$ cat config.mk
export PLATFORM = sky130hd
export DESIGN_NAME = letter_register_interpreter_unit_flat
export DESIGN_NICKNAME = d
export VERILOG_FILES = /design/src/rtl/core/lri_pkg.sv /design/src/rtl/core/lri_if.sv /design/src/rtl/core/lri_div.sv /design/src/rtl/core/lri_datapath.sv /design/src/rtl/core/lri_ctrl.sv /design/src/rtl/core/letter_register_interpreter_unit.sv /design/src/flat_wrapper.sv
export SDC_FILE = /design/constraint.sdc
export NUM_CORES = 2
export LEC_CHECK = 0
export BUFFER_PORTS_ARGS = -buffer_cell sky130_fd_sc_hd__buf_2
export CORE_ASPECT_RATIO = 1.4
export CORE_MARGIN = 8
export CORE_UTILIZATION = 35
export CTS_BUF_LIST = sky130_fd_sc_hd__clkbuf_2
export DETAILED_ROUTE_END_ITERATION = 10
export GPL_ROUTABILITY_DRIVEN = 0
export SLEW_MARGIN = 30
export SYNTH_ARGS = -nofsm -noshare
export SYNTH_HDL_FRONTEND = slang
export SYNTH_HIERARCHICAL = 1
export SYNTH_SLANG_ARGS = --single-unit
$ cat constraint.sdc
create_clock -name i_clk -period 22.3 [get_ports i_clk]
set_input_delay 3.345 -clock i_clk [delete_from_list [all_inputs] [get_ports i_clk]]
set_output_delay 3.345 -clock i_clk [all_outputs]
set_load 0.05 [all_outputs]
$ cat src/rtl/core/lri_pkg.sv
// ---------------------------------------------------------------------------
// lri_pkg
// types, codes and helpers of the letter register interpreter
// ---------------------------------------------------------------------------
`default_nettype none

package lri_pkg;

    localparam int NUM_VARS_DEF   = 26;
    localparam int NEST_LIMIT_DEF = 255;

    localparam int DATA_W = 32;
    localparam int CMD_W  = 4;
    localparam int KIND_W = 3;
    localparam int VIDX_W = 5;
    localparam int CMP_W  = 3;
    localparam int JOIN_W = 2;

    localparam logic [CMD_W-1:0] CMD_LOAD    = 4'd0;
    localparam logic [CMD_W-1:0] CMD_PRINT   = 4'd1;
    localparam logic [CMD_W-1:0] CMD_ADD     = 4'd2;
    localparam logic [CMD_W-1:0] CMD_SUB     = 4'd3;
    localparam logic [CMD_W-1:0] CMD_MUL     = 4'd4;
    localparam logic [CMD_W-1:0] CMD_DIV     = 4'd5;
    localparam logic [CMD_W-1:0] CMD_MOD     = 4'd6;
    localparam logic [CMD_W-1:0] CMD_IF      = 4'd7;
    localparam logic [CMD_W-1:0] CMD_ENDIF   = 4'd8;
    localparam logic [CMD_W-1:0] CMD_ELSE    = 4'd9;
    localparam logic [CMD_W-1:0] CMD_ENDELSE = 4'd10;

    localparam logic [KIND_W-1:0] KIND_ARITH = 3'd0;
    localparam logic [KIND_W-1:0] KIND_LOAD  = 3'd1;
    localparam logic [KIND_W-1:0] KIND_PRINT = 3'd2;
    localparam logic [KIND_W-1:0] KIND_COND  = 3'd3;
    localparam logic [KIND_W-1:0] KIND_DIVZ  = 3'd4;

    localparam logic [CMP_W-1:0] CMP_GT = 3'd0;
    localparam logic [CMP_W-1:0] CMP_LT = 3'd1;
    localparam logic [CMP_W-1:0] CMP_EQ = 3'd2;
    localparam logic [CMP_W-1:0] CMP_NE = 3'd3;

    localparam logic [JOIN_W-1:0] JOIN_FIRST = 2'd0;
    localparam logic [JOIN_W-1:0] JOIN_NOT   = 2'd1;
    localparam logic [JOIN_W-1:0] JOIN_AND   = 2'd2;
    localparam logic [JOIN_W-1:0] JOIN_OR    = 2'd3;

    typedef enum logic [1:0] {
        SKIP_NONE,
        SKIP_IF,
        SKIP_ELSE
    } t_skip;

    typedef enum logic [2:0] {
        S_IDLE,
        S_DEC,
        S_RD1,
        S_RD2,
        S_EXEC,
        S_DIV,
        S_FIN
    } t_state;

    typedef struct packed {
        logic load_item;
        logic rd_en;
        logic rd_sel;
        logic lat_ab;
        logic exec;
        logic div_take;
        logic commit;
    } t_dp_cmd;

    typedef struct packed {
        logic [CMD_W-1:0] cmd;
        logic             truth;
        logic             b_zero;
        logic             div_done;
        logic             has_res;
    } t_dp_sts;

    function automatic logic compare(input logic signed [DATA_W-1:0] x,
                                     input logic [CMP_W-1:0] code,
                                     input logic signed [DATA_W-1:0] y);
        logic res;
        unique case (code)
            CMP_GT:  res = x > y;
            CMP_LT:  res = x < y;
            CMP_EQ:  res = x == y;
            CMP_NE:  res = x != y;
            default: res = 1'b0;
        endcase
        return res;
    endfunction

endpackage

`default_nettype wire

$ cat src/rtl/core/lri_if.sv
// ---------------------------------------------------------------------------
// lri_if
// instruction and result channels with valid/ready handshake
// ---------------------------------------------------------------------------
`default_nettype none

interface lri_in_if import lri_pkg::*; ();
    logic                     valid;
    logic                     ready;
    logic [CMD_W-1:0]         cmd;
    logic                     first_is_var;
    logic signed [DATA_W-1:0] first_val;
    logic                     second_is_var;
    logic signed [DATA_W-1:0] second_val;
    logic                     third_is_var;
    logic signed [DATA_W-1:0] third_val;
    logic                     fourth_is_var;
    logic signed [DATA_W-1:0] fourth_val;
    logic [CMP_W-1:0]         cmp_left;
    logic [CMP_W-1:0]         cmp_right;
    logic [JOIN_W-1:0]        join_op;

    modport source (
        output valid, cmd, first_is_var, first_val, second_is_var, second_val,
               third_is_var, third_val, fourth_is_var, fourth_val,
               cmp_left, cmp_right, join_op,
        input  ready
    );
    modport sink (
        input  valid, cmd, first_is_var, first_val, second_is_var, second_val,
               third_is_var, third_val, fourth_is_var, fourth_val,
               cmp_left, cmp_right, join_op,
        output ready
    );
endinterface

interface lri_out_if import lri_pkg::*; ();
    logic                     valid;
    logic                     ready;
    logic [KIND_W-1:0]        kind;
    logic signed [DATA_W-1:0] value;
    logic signed [DATA_W-1:0] remainder;
    logic [VIDX_W-1:0]        var_index;
    logic                     truth;

    modport source (
        output valid, kind, value, remainder, var_index, truth,
        input  ready
    );
    modport sink (
        input  valid, kind, value, remainder, var_index, truth,
        output ready
    );
endinterface

`default_nettype wire

$ cat src/rtl/core/lri_div.sv
// ---------------------------------------------------------------------------
// lri_div
// signed 32-bit restoring divider, one quotient bit per cycle
// ---------------------------------------------------------------------------
`default_nettype none

module lri_div import lri_pkg::*; (
    input  wire logic                     i_clk,
    input  wire logic                     i_rst_n,
    input  wire logic                     i_start,
    input  wire logic signed [DATA_W-1:0] i_num,
    input  wire logic signed [DATA_W-1:0] i_den,
    output logic                          o_done,
    output logic signed [DATA_W-1:0]      o_quo,
    output logic signed [DATA_W-1:0]      o_rem
);

    localparam int CNT_W = $clog2(DATA_W);

    logic              r_busy;
    logic              r_done;
    logic [CNT_W-1:0]  r_cnt;
    logic [DATA_W-1:0] r_rem;
    logic [DATA_W-1:0] r_quo;
    logic [DATA_W-1:0] r_den;
    logic              r_nq;
    logic              r_nr;

    logic [DATA_W:0]   n_shift;
    logic [DATA_W:0]   n_diff;
    logic              n_ge;

    always_comb begin
        n_shift = {r_rem, r_quo[DATA_W-1]};
        n_diff  = n_shift - {1'b0, r_den};
        n_ge    = n_shift >= {1'b0, r_den};
    end

    always_ff @(posedge i_clk) begin
        if (!i_rst_n) begin
            r_busy <= 1'b0;
            r_done <= 1'b0;
            r_cnt  <= '0;
        end else begin
            r_done <= 1'b0;
            if (i_start) begin
                r_busy <= 1'b1;
                r_cnt  <= '0;
            end else if (r_busy) begin
                r_cnt <= r_cnt + 1'b1;
                if (r_cnt == CNT_W'(DATA_W - 1)) begin
                    r_busy <= 1'b0;
                    r_done <= 1'b1;
                end
            end
        end
    end

    always_ff @(posedge i_clk) begin
        if (i_start) begin
            r_rem <= '0;
            r_quo <= i_num[DATA_W-1] ? -i_num : i_num;
            r_den <= i_den[DATA_W-1] ? -i_den : i_den;
            r_nq  <= i_num[DATA_W-1] ^ i_den[DATA_W-1];
            r_nr  <= i_num[DATA_W-1];
        end else if (r_busy) begin
            r_rem <= n_ge ? n_diff[DATA_W-1:0] : n_shift[DATA_W-1:0];
            r_quo <= {r_quo[DATA_W-2:0], n_ge};
        end
    end

    assign o_done = r_done;
    assign o_quo  = r_nq ? -r_quo : r_quo;
    assign o_rem  = r_nr ? -r_rem : r_rem;

endmodule

`default_nettype wire

$ cat src/rtl/core/lri_datapath.sv
// ---------------------------------------------------------------------------
// lri_datapath
// variable file, operand fetch, alu, divider and result register
// ---------------------------------------------------------------------------
`default_nettype none

module lri_datapath import lri_pkg::*; #(
    parameter int NUM_VARS = NUM_VARS_DEF
) (
    input  wire logic                     i_clk,
    input  wire logic                     i_rst_n,
    input  wire t_dp_cmd                  i_cmd,
    output t_dp_sts                       o_sts,
    input  wire logic [CMD_W-1:0]         i_cmd_code,
    input  wire logic                     i_first_is_var,
    input  wire logic signed [DATA_W-1:0] i_first_val,
    input  wire logic                     i_second_is_var,
    input  wire logic signed [DATA_W-1:0] i_second_val,
    input  wire logic                     i_third_is_var,
    input  wire logic signed [DATA_W-1:0] i_third_val,
    input  wire logic                     i_fourth_is_var,
    input  wire logic signed [DATA_W-1:0] i_fourth_val,
    input  wire logic [CMP_W-1:0]         i_cmp_left,
    input  wire logic [CMP_W-1:0]         i_cmp_right,
    input  wire logic [JOIN_W-1:0]        i_join_op,
    output logic [KIND_W-1:0]             o_kind,
    output logic signed [DATA_W-1:0]      o_value,
    output logic signed [DATA_W-1:0]      o_remainder,
    output logic [VIDX_W-1:0]             o_var_index,
    output logic                          o_truth
);

    localparam int IDX_W = (NUM_VARS > 1) ? $clog2(NUM_VARS) : 1;

    // captured item
    logic [CMD_W-1:0]         r_cmd;
    logic                     r_dvar;
    logic [IDX_W-1:0]         r_didx;
    logic                     r_v1;
    logic signed [DATA_W-1:0] r_x1;
    logic                     r_v2;
    logic signed [DATA_W-1:0] r_x2;
    logic                     r_v3;
    logic signed [DATA_W-1:0] r_x3;
    logic                     r_v4;
    logic signed [DATA_W-1:0] r_x4;
    logic [CMP_W-1:0]         r_cl;
    logic [CMP_W-1:0]         r_cr;
    logic [JOIN_W-1:0]        r_join;

    // variable file
    logic [DATA_W-1:0]        r_mem [NUM_VARS];
    logic [NUM_VARS-1:0]      r_vld;
    logic signed [DATA_W-1:0] r_q0;
    logic signed [DATA_W-1:0] r_q1;
    logic signed [DATA_W-1:0] r_a;
    logic signed [DATA_W-1:0] r_b;

    // pending result
    logic                     r_has;
    logic                     r_we;
    logic [KIND_W-1:0]        r_kind;
    logic signed [DATA_W-1:0] r_val;
    logic signed [DATA_W-1:0] r_rem;
    logic [IDX_W-1:0]         r_idx;
    logic                     r_tr;

    logic                     w_v0;
    logic signed [DATA_W-1:0] w_x0;
    logic                     w_v1;
    logic signed [DATA_W-1:0] w_x1;
    logic                     w_ok0;
    logic                     w_ok1;
    logic [IDX_W-1:0]         w_ad0;
    logic [IDX_W-1:0]         w_ad1;
    logic                     w_cl;
    logic                     w_cr;
    logic                     w_truth;
    logic                     w_isdiv;
    logic                     w_div_done;
    logic signed [DATA_W-1:0] w_quo;
    logic signed [DATA_W-1:0] w_drem;
    logic [2*DATA_W-1:0]      w_prod;

    always_comb begin
        w_v0  = i_cmd.rd_sel ? r_v3 : r_v1;
        w_x0  = i_cmd.rd_sel ? r_x3 : r_x1;
        w_v1  = i_cmd.rd_sel ? r_v4 : r_v2;
        w_x1  = i_cmd.rd_sel ? r_x4 : r_x2;
        w_ok0 = w_v0 && ($unsigned(w_x0) < DATA_W'(NUM_VARS));
        w_ok1 = w_v1 && ($unsigned(w_x1) < DATA_W'(NUM_VARS));
        w_ad0 = w_x0[IDX_W-1:0];
        w_ad1 = w_x1[IDX_W-1:0];
    end

    always_comb begin
        w_cl = compare(r_a, r_cl, r_b);
        w_cr = compare(r_q0, r_cr, r_q1);
        unique case (r_join)
            JOIN_FIRST: w_truth = w_cl;
            JOIN_NOT:   w_truth = !w_cl && !w_cr;
            JOIN_AND:   w_truth = w_cl && w_cr;
            JOIN_OR:    w_truth = w_cl || w_cr;
            default:    w_truth = w_cl;
        endcase
        w_isdiv = (r_cmd == CMD_DIV) || (r_cmd == CMD_MOD);
        w_prod  = $unsigned(r_a) * $unsigned(r_b);
    end

    always_ff @(posedge i_clk) begin
        if (i_cmd.load_item) begin
            r_cmd  <= i_cmd_code;
            r_dvar <= i_first_is_var && ($unsigned(i_first_val) < DATA_W'(NUM_VARS));
            r_didx <= i_first_val[IDX_W-1:0];
            r_v1   <= i_first_is_var;
            r_x1   <= i_first_val;
            r_v2   <= i_second_is_var;
            r_x2   <= i_second_val;
            r_v3   <= i_third_is_var;
            r_x3   <= i_third_val;
            r_v4   <= i_fourth_is_var;
            r_x4   <= i_fourth_val;
            r_cl   <= i_cmp_left;
            r_cr   <= i_cmp_right;
            r_join <= i_join_op;
        end
    end

    // operand fetch, immediates pass through the read register
    always_ff @(posedge i_clk) begin
        if (i_cmd.rd_en) begin
            r_q0 <= w_ok0 ? (r_vld[w_ad0] ? r_mem[w_ad0] : '0) : (w_v0 ? '0 : w_x0);
            r_q1 <= w_ok1 ? (r_vld[w_ad1] ? r_mem[w_ad1] : '0) : (w_v1 ? '0 : w_x1);
        end
        if (i_cmd.lat_ab) begin
            r_a <= r_q0;
            r_b <= r_q1;
        end
    end

    always_ff @(posedge i_clk) begin
        if (i_cmd.commit && r_we) begin
            r_mem[r_idx] <= r_val;
        end
    end

    always_ff @(posedge i_clk) begin
        if (!i_rst_n) begin
            r_vld <= '0;
        end else if (i_cmd.commit && r_we) begin
            r_vld[r_idx] <= 1'b1;
        end
    end

    always_ff @(posedge i_clk) begin
        if (!i_rst_n) begin
            r_has <= 1'b0;
            r_we  <= 1'b0;
        end else if (i_cmd.exec) begin
            r_has <= 1'b1;
            r_we  <= 1'b0;
            r_rem <= '0;
            r_idx <= r_dvar ? r_didx : '0;
            r_tr  <= 1'b0;
            unique case (r_cmd)
                CMD_LOAD: begin
                    r_kind <= KIND_LOAD;
                    r_val  <= r_b;
                    r_we   <= r_dvar;
                end
                CMD_PRINT: begin
                    r_kind <= KIND_PRINT;
                    r_val  <= r_a;
                    r_has  <= r_dvar;
                end
                CMD_ADD, CMD_SUB, CMD_MUL: begin
                    r_kind <= KIND_ARITH;
                    r_we   <= r_dvar;
                    if (r_cmd == CMD_ADD) begin
                        r_val <= r_a + r_b;
                    end else if (r_cmd == CMD_SUB) begin
                        r_val <= r_a - r_b;
                    end else begin
                        r_val <= w_prod[DATA_W-1:0];
                    end
                end
                CMD_DIV, CMD_MOD: begin
                    r_kind <= KIND_DIVZ;
                    r_val  <= '0;
                end
                CMD_IF: begin
                    r_kind <= KIND_COND;
                    r_val  <= '0;
                    r_idx  <= '0;
                    r_tr   <= w_truth;
                end
                default: begin
                    r_kind <= KIND_ARITH;
                    r_val  <= '0;
                    r_has  <= 1'b0;
                end
            endcase
        end else if (i_cmd.div_take) begin
            r_kind <= KIND_ARITH;
            r_we   <= r_dvar;
            r_val  <= (r_cmd == CMD_DIV) ? w_quo : w_drem;
            r_rem  <= (r_cmd == CMD_DIV) ? w_drem : '0;
        end
    end

    always_ff @(posedge i_clk) begin
        if (i_cmd.commit) begin
            o_kind      <= r_kind;
            o_value     <= r_val;
            o_remainder <= r_rem;
            o_var_index <= VIDX_W'(r_idx);
            o_truth     <= r_tr;
        end
    end

    lri_div u_div (
        .i_clk   (i_clk),
        .i_rst_n (i_rst_n),
        .i_start (i_cmd.exec && w_isdiv && (r_b != '0)),
        .i_num   (r_a),
        .i_den   (r_b),
        .o_done  (w_div_done),
        .o_quo   (w_quo),
        .o_rem   (w_drem)
    );

    always_comb begin
        o_sts.cmd      = r_cmd;
        o_sts.truth    = w_truth;
        o_sts.b_zero   = (r_b == '0);
        o_sts.div_done = w_div_done;
        o_sts.has_res  = r_has;
    end

endmodule

`default_nettype wire

$ cat src/rtl/core/lri_ctrl.sv
// ---------------------------------------------------------------------------
// lri_ctrl
// sequencer, if/else skip tracking and output valid
// ---------------------------------------------------------------------------
`default_nettype none

module lri_ctrl import lri_pkg::*; #(
    parameter int NEST_LIMIT = NEST_LIMIT_DEF
) (
    input  wire logic    i_clk,
    input  wire logic    i_rst_n,
    input  wire logic    i_in_valid,
    output logic         o_in_ready,
    output logic         o_out_valid,
    input  wire logic    i_out_ready,
    input  wire t_dp_sts i_sts,
    output t_dp_cmd      o_cmd
);

    localparam int DEPTH_W = $clog2(NEST_LIMIT + 1);

    t_state             r_state;
    t_state             n_state;
    t_skip              r_mode;
    logic [DEPTH_W-1:0] r_depth;
    logic               r_pend;
    logic               r_out_vld;

    logic [CMD_W-1:0]   w_open;
    logic [CMD_W-1:0]   w_close;
    logic               w_free;

    always_comb begin
        w_open  = (r_mode == SKIP_IF) ? CMD_IF : CMD_ELSE;
        w_close = (r_mode == SKIP_IF) ? CMD_ENDIF : CMD_ENDELSE;
        w_free  = !r_out_vld || i_out_ready;
    end

    always_comb begin
        n_state = r_state;
        unique case (r_state)
            S_IDLE: if (i_in_valid) n_state = S_DEC;
            S_DEC: begin
                if (r_mode == SKIP_NONE && i_sts.cmd <= CMD_IF) begin
                    n_state = S_RD1;
                end else begin
                    n_state = S_IDLE;
                end
            end
            S_RD1:  n_state = S_RD2;
            S_RD2:  n_state = S_EXEC;
            S_EXEC: begin
                if ((i_sts.cmd == CMD_DIV || i_sts.cmd == CMD_MOD) && !i_sts.b_zero) begin
                    n_state = S_DIV;
                end else begin
                    n_state = S_FIN;
                end
            end
            S_DIV:  if (i_sts.div_done) n_state = S_FIN;
            S_FIN:  if (!i_sts.has_res || w_free) n_state = S_IDLE;
            default: n_state = S_IDLE;
        endcase
    end

    always_comb begin
        o_cmd      = '0;
        o_in_ready = 1'b0;
        unique case (r_state)
            S_IDLE: begin
                o_in_ready      = 1'b1;
                o_cmd.load_item = i_in_valid;
            end
            S_RD1: begin
                o_cmd.rd_en = 1'b1;
            end
            S_RD2: begin
                o_cmd.rd_en  = 1'b1;
                o_cmd.rd_sel = 1'b1;
                o_cmd.lat_ab = 1'b1;
            end
            S_EXEC: o_cmd.exec     = 1'b1;
            S_DIV:  o_cmd.div_take = i_sts.div_done;
            S_FIN:  o_cmd.commit   = i_sts.has_res && w_free;
            default: o_cmd = '0;
        endcase
    end

    always_ff @(posedge i_clk) begin
        if (!i_rst_n) begin
            r_state   <= S_IDLE;
            r_mode    <= SKIP_NONE;
            r_depth   <= '0;
            r_pend    <= 1'b0;
            r_out_vld <= 1'b0;
        end else begin
            r_state <= n_state;
            if (o_cmd.commit) begin
                r_out_vld <= 1'b1;
            end else if (i_out_ready) begin
                r_out_vld <= 1'b0;
            end
            if (r_state == S_DEC) begin
                r_pend <= 1'b0;
                if (r_mode != SKIP_NONE) begin
                    if (i_sts.cmd == w_open) begin
                        if (r_depth < DEPTH_W'(NEST_LIMIT)) r_depth <= r_depth + 1'b1;
                    end else if (i_sts.cmd == w_close) begin
                        if (r_depth <= DEPTH_W'(1)) begin
                            r_depth <= '0;
                            r_mode  <= SKIP_NONE;
                        end else begin
                            r_depth <= r_depth - 1'b1;
                        end
                    end
                end else if (i_sts.cmd == CMD_ENDIF) begin
                    r_pend <= 1'b1;
                end else if (i_sts.cmd == CMD_ELSE && r_pend) begin
                    r_mode  <= SKIP_ELSE;
                    r_depth <= DEPTH_W'(1);
                end
            end
            if (r_state == S_EXEC && i_sts.cmd == CMD_IF && !i_sts.truth) begin
                r_mode  <= SKIP_IF;
                r_depth <= DEPTH_W'(1);
            end
        end
    end

    assign o_out_valid = r_out_vld;

endmodule

`default_nettype wire

$ cat src/rtl/core/letter_register_interpreter_unit.sv
// ---------------------------------------------------------------------------
// letter_register_interpreter_unit
// executes decoded instructions over a file of signed 32-bit variables
// ---------------------------------------------------------------------------
// i_in carries one decoded instruction per transfer, o_out at most one result.
// The block works on one instruction at a time. ENDIF, ELSE, ENDELSE, no-op
// and any instruction met while skipping pass only through the decode state.
// LOAD, PRINT, ADD, SUB, MUL and IF pass through a decode state, two
// variable file reads, an execute state and a commit state. DIV and MOD
// also wait in a divide state after execute while the divider resolves one
// quotient bit per cycle; with a zero divisor they skip that wait.
// The result is written to the output register on commit and the next
// instruction is taken while it waits there. If the receiver stalls, a further
// result waits in the commit state until the output register frees, and no
// new instruction is taken meanwhile. Reset clears every variable to zero,
// leaves normal execution, drops any pending ENDIF and empties the output.
// ---------------------------------------------------------------------------
`default_nettype none

module letter_register_interpreter_unit import lri_pkg::*; #(
    parameter int NUM_VARS   = NUM_VARS_DEF,
    parameter int NEST_LIMIT = NEST_LIMIT_DEF
) (
    input  wire logic i_clk,
    input  wire logic i_rst_n,
    lri_in_if.sink    i_in,
    lri_out_if.source o_out
);

    t_dp_cmd w_cmd;
    t_dp_sts w_sts;

    lri_ctrl #(
        .NEST_LIMIT (NEST_LIMIT)
    ) u_ctrl (
        .i_clk       (i_clk),
        .i_rst_n     (i_rst_n),
        .i_in_valid  (i_in.valid),
        .o_in_ready  (i_in.ready),
        .o_out_valid (o_out.valid),
        .i_out_ready (o_out.ready),
        .i_sts       (w_sts),
        .o_cmd       (w_cmd)
    );

    lri_datapath #(
        .NUM_VARS (NUM_VARS)
    ) u_dp (
        .i_clk           (i_clk),
        .i_rst_n         (i_rst_n),
        .i_cmd           (w_cmd),
        .o_sts           (w_sts),
        .i_cmd_code      (i_in.cmd),
        .i_first_is_var  (i_in.first_is_var),
        .i_first_val     (i_in.first_val),
        .i_second_is_var (i_in.second_is_var),
        .i_second_val    (i_in.second_val),
        .i_third_is_var  (i_in.third_is_var),
        .i_third_val     (i_in.third_val),
        .i_fourth_is_var (i_in.fourth_is_var),
        .i_fourth_val    (i_in.fourth_val),
        .i_cmp_left      (i_in.cmp_left),
        .i_cmp_right     (i_in.cmp_right),
        .i_join_op       (i_in.join_op),
        .o_kind          (o_out.kind),
        .o_value         (o_out.value),
        .o_remainder     (o_out.remainder),
        .o_var_index     (o_out.var_index),
        .o_truth         (o_out.truth)
    );

endmodule

`default_nettype wire

$ cat src/flat_wrapper.sv
// flat-port wrapper written by rule: the top's interface ports become plain ports
module letter_register_interpreter_unit_flat import lri_pkg::*;
#(
    parameter int NUM_VARS   = NUM_VARS_DEF,
    parameter int NEST_LIMIT = NEST_LIMIT_DEF
)
  (i_clk, i_rst_n, i_in_valid, i_in_cmd, i_in_first_is_var, i_in_first_val, i_in_second_is_var, i_in_second_val, i_in_third_is_var, i_in_third_val, i_in_fourth_is_var, i_in_fourth_val, i_in_cmp_left, i_in_cmp_right, i_in_join_op, i_in_ready, o_out_valid, o_out_kind, o_out_value, o_out_remainder, o_out_var_index, o_out_truth, o_out_ready);
  lri_in_if i_in_i ();
  lri_out_if o_out_i ();
  input  wire logic i_clk;
  input  wire logic i_rst_n;
  input wire logic [$bits(i_in_i.valid)-1:0] i_in_valid;
  input wire logic [$bits(i_in_i.cmd)-1:0] i_in_cmd;
  input wire logic [$bits(i_in_i.first_is_var)-1:0] i_in_first_is_var;
  input wire logic [$bits(i_in_i.first_val)-1:0] i_in_first_val;
  input wire logic [$bits(i_in_i.second_is_var)-1:0] i_in_second_is_var;
  input wire logic [$bits(i_in_i.second_val)-1:0] i_in_second_val;
  input wire logic [$bits(i_in_i.third_is_var)-1:0] i_in_third_is_var;
  input wire logic [$bits(i_in_i.third_val)-1:0] i_in_third_val;
  input wire logic [$bits(i_in_i.fourth_is_var)-1:0] i_in_fourth_is_var;
  input wire logic [$bits(i_in_i.fourth_val)-1:0] i_in_fourth_val;
  input wire logic [$bits(i_in_i.cmp_left)-1:0] i_in_cmp_left;
  input wire logic [$bits(i_in_i.cmp_right)-1:0] i_in_cmp_right;
  input wire logic [$bits(i_in_i.join_op)-1:0] i_in_join_op;
  output wire logic [$bits(i_in_i.ready)-1:0] i_in_ready;
  output wire logic [$bits(o_out_i.valid)-1:0] o_out_valid;
  output wire logic [$bits(o_out_i.kind)-1:0] o_out_kind;
  output wire logic [$bits(o_out_i.value)-1:0] o_out_value;
  output wire logic [$bits(o_out_i.remainder)-1:0] o_out_remainder;
  output wire logic [$bits(o_out_i.var_index)-1:0] o_out_var_index;
  output wire logic [$bits(o_out_i.truth)-1:0] o_out_truth;
  input wire logic [$bits(o_out_i.ready)-1:0] o_out_ready;
  assign i_in_i.valid = i_in_valid;
  assign i_in_i.cmd = i_in_cmd;
  assign i_in_i.first_is_var = i_in_first_is_var;
  assign i_in_i.first_val = i_in_first_val;
  assign i_in_i.second_is_var = i_in_second_is_var;
  assign i_in_i.second_val = i_in_second_val;
  assign i_in_i.third_is_var = i_in_third_is_var;
  assign i_in_i.third_val = i_in_third_val;
  assign i_in_i.fourth_is_var = i_in_fourth_is_var;
  assign i_in_i.fourth_val = i_in_fourth_val;
  assign i_in_i.cmp_left = i_in_cmp_left;
  assign i_in_i.cmp_right = i_in_cmp_right;
  assign i_in_i.join_op = i_in_join_op;
  assign i_in_ready = i_in_i.ready;
  assign o_out_valid = o_out_i.valid;
  assign o_out_kind = o_out_i.kind;
  assign o_out_value = o_out_i.value;
  assign o_out_remainder = o_out_i.remainder;
  assign o_out_var_index = o_out_i.var_index;
  assign o_out_truth = o_out_i.truth;
  assign o_out_i.ready = o_out_ready;
  letter_register_interpreter_unit #(.NUM_VARS(NUM_VARS), .NEST_LIMIT(NEST_LIMIT)) u_core (.i_clk(i_clk), .i_rst_n(i_rst_n), .i_in(i_in_i), .o_out(o_out_i));
endmodule
==> flow_summary.toml <==
[run_status]
status = "finished, final reports clean"

[power]
p_switching_mw = 3.242
p_comb_share_pct = 41.3
peakVddDrop_mv = 0.1440
power.density_nw_per_um2 = 85.75
leakage_nw = 35.88
power_frac_clock_pct = 22.1
intPower_mw = 4.878
power.total_mw = 8.120
p_seq_share_pct = 36.6
switching_share_pct = 39.92

[clock_network]
clock_path_buffers = 4
clkTransAtPathRegs_ps = 110
ctsHoldBuffers = 0
cts_resized = 0
clk_latency_ps = 1660
cts.sinks = 1399
htree_num_levels = 5
cts_tree = "built"
cts_root_buffer = "clkbuf_2"
cts-buffers-inserted = 354
cts_setup_buffers = 0

[global_route]
grt_overflow = 0
antenna_found_initial = 32
grt_pass1_vias = 69551
grt_max_degree = 95
track_usage_pct = 23.34
grt_pass1_wl_um = 458500

[routing]
antenna_left = 0
wire_per_inst_um = 27.66
viasPerCell = 5.827
routed-via-count = 67322
drcViolationCount = 0
wl_um = 319500
drtPass1Iterations = 8
drtIter0Drc = 7301

[sta]
setup_viol_count_final = 0
fin_crit_sh_pct = 36.29
fmax_mhz = 123.6
tightest_slew_ps = 1205
whs_ps = 335.8
fin_ws_ps = 14210
relSlewSlack_pct = 17.39
final.setup_skew_ps = 218.3
min_period_ps = 8093
slew_viol_final = 0
finalHoldViolations = 0
rsz0062_at_grt = "false"
setup_tns_ps = 0

[place]
dp_cells = 10917
port_buffers = 222
hpwlAfterDp_um = 211800
dp_slack_ps = 14320

[layout]
final_cell_mix = "nand2_1 (1453), edfxtp_1 (1317), inv_1 (535)"
final_common_cell = "nand2_1"
layout-drive-gt1-share_pct = 15.48
areaGrowthSynthToFinish_pct = 10.09
num-nets-final = 8849
final_cells = 11553

[worst_setup_path]
arrival_ps = 9530
startpoint = "u_core/u_dp/r_a[9]"
required_ps = 23740
path_max_fanout = 30
cp-start-kind = "register"
crit_type = "reg2reg"
worstReg2RegStart = "u_core/u_dp/r_a[9]"
end_kind = "register"

[floorplan]
die_h_um = 602.6
die_area_um2 = 262100
ios = 223
core_area_um2 = 244800
rows = 215
initial_core_util_pct = 35.14
die_w_um = 435.0

[synth]
yosysUniqueCellTypes = 102
synth_area_um2 = 86010
syn_inst = 7738
synth_edf_count = 1317
ys_seq_elements = 1399
synth_top_area_cell = "edfxtp_1"
synth.net_count = 8556
synth_top_area_share_pct = 45.98
avgSynthCellArea_um2 = 11.12
async_reset_ff_share_pct = 0
synth_seq_area_share_pct = 47.89
yosysWarnings = 6
netlist_top_cells_area = "edfxtp_1 (46%), fa_1 (9.6%), nand2_1 (6.3%)"
ys.flop_type = "edfxtp_1"

[worst_hold_path]
hold_path.class = "reg2reg"
worstHoldStart = "u_core/u_dp/r_q0[25]"

[job]
maxCapViolations = 0
## sequential cells by signal, summed over array words and instances (netlist names), 5 cells and up
signal / cells
u_core/u_dp/r_b: 32
u_core/u_dp/u_div/r_rem: 32
u_core/u_dp/r_q0: 32
u_core/u_dp/o_var_index: 5
u_core/u_dp/r_q1: 32
u_core/u_dp/u_div/r_den: 32
u_core/u_dp/r_vld: 26
u_core/u_dp/r_val: 32
u_core/u_dp/r_x4: 32
u_core/u_dp/o_remainder: 32
u_core/u_dp/r_x3: 32
u_core/u_dp/u_div/r_cnt: 5
u_core/u_dp/r_mem: 832
u_core/u_dp/u_div/r_quo: 32
u_core/u_dp/r_a: 32
u_core/u_dp/r_x2: 32
u_core/u_ctrl/r_depth: 8
u_core/u_dp/r_rem: 32
u_core/u_dp/o_value: 32
u_core/u_dp/r_idx: 5
u_core/u_dp/r_x1: 28
## path summary, 6_finish.rpt
kind                            to  slack, ps  cells past startpoint
min reg2reg    u_core/u_dp/r_a[25]        340                      0
max          u_core/u_dp/r_val[28]      14210                     25
min            u_core/u_dp/r_a[25]        340                      0
max reg2reg  u_core/u_dp/r_val[28]      14210                     25
## cell usage after synthesis, types with 10 or more instances
cell type and instances:
nand2_1 1455, edfxtp_1 1317, inv_1 535, fa_1 411
clkbuf_1 385, nand3_1 334, and2_1 292, a21oi_1 290
nor2_1 263, ha_1 259, xnor2_1 200, mux4_2 198
o21ai_0 189, a31oi_1 136, mux2i_1 124, and3_1 117
o22ai_1 92, a311oi_1 90, dfxtp_1 82, xor2_1 75
nor4_1 67, a2111oi_0 58, buf_2 54, o21a_1 50
o31ai_1 50, a211oi_1 46, buf_1 43, a21o_1 42
nor3_1 40, nand2b_1 35, nand4_1 32, or3_1 27
nor2b_1 24, or4_1 23, a221oi_1 22, o41ai_1 22
o211ai_1 19, a22oi_1 17, o21bai_1 15, buf_4 14
mux2_2 14, o21ai_1 11, a21boi_0 10
## power by group through the flow
stage,registers (mW),clock network [mW],logic [mW]
4_1_cts,2.97,1.84,3.30
3_3_place_gp,3.03,0,3.24
6_report,2.97,1.80,3.35
3_5_place_dp,3.03,0,3.28
5_1_grt,2.98,1.96,3.61
2_1_floorplan,3.01,0,2.26
## worst max-delay path: stages, from the launching register on
cell and delay (ps):
edfxtp_1 330, buf_4 470, ha_1 330, inv_1 140, fa_1 400, inv_1 100, fa_1 450, fa_1 530
inv_1 50, fa_1 470, inv_1 50, fa_1 480, fa_1 580, fa_1 460, fa_1 460, ha_1 400
a21oi_1 200, o21bai_1 80, a211oi_1 290, nor2_1 110, a211oi_1 420, a21oi_1 120, or4_1 520, o311ai_0 140
o32ai_1 120, o21ai_0 210
## stage by stage
| stage | area, um^2 | utilization (%) |
|---|---|---|
| 6_report | 94690 | 38.68 |
| 5_1_grt | 94680 | 38.68 |
| 3_5_place_dp | 91360 | 37.32 |
| 2_1_floorplan | 86010 | - |
| 4_1_cts | 94500 | 38.60 |
| 3_3_place_gp | 91060 | 37.20 |
## final cells by class
| cell class | instances | area (um^2) |
|---|---|---|
| fillers | 23896 | 150100 |
| multi-input cells | 5297 | 41280 |
| flip-flops and latches | 1399 | 41190 |
| well taps | 3255 | 4073 |
| repair buffers | 439 | 2954 |
| clock buffers | 488 | 2442 |
| inverters | 540 | 2027 |
| clock inverters | 125 | 699.4 |
| diodes | 10 | 25.02 |
## metal layers
| metal | GRT usage [%] | vias up | part of all wire (%) |
|---|---|---|---|
| li1 | - | 28540 | - |
| met1 | 24.75 | 33480 | 33 |
| met2 | 39.75 | 3977 | 48 |
| met3 | 5.122 | 1309 | 8.8 |
| met4 | 19.25 | 16 | 9.8 |
| met5 | 0 | - | 0.079 |
## logic make-up after synthesis
group | after synthesis | share of synthesized area [%]
simple gates | 2775 | 14.86
fa+ha+maj | 670 | 13.33
compound gates | 1240 | 9.559
flops | 1399 | 47.89
xor+xnor | 275 | 2.800
mux | 337 | 6.828
buf+inv | 1042 | 4.736
(Power assumes the default switching activity.)
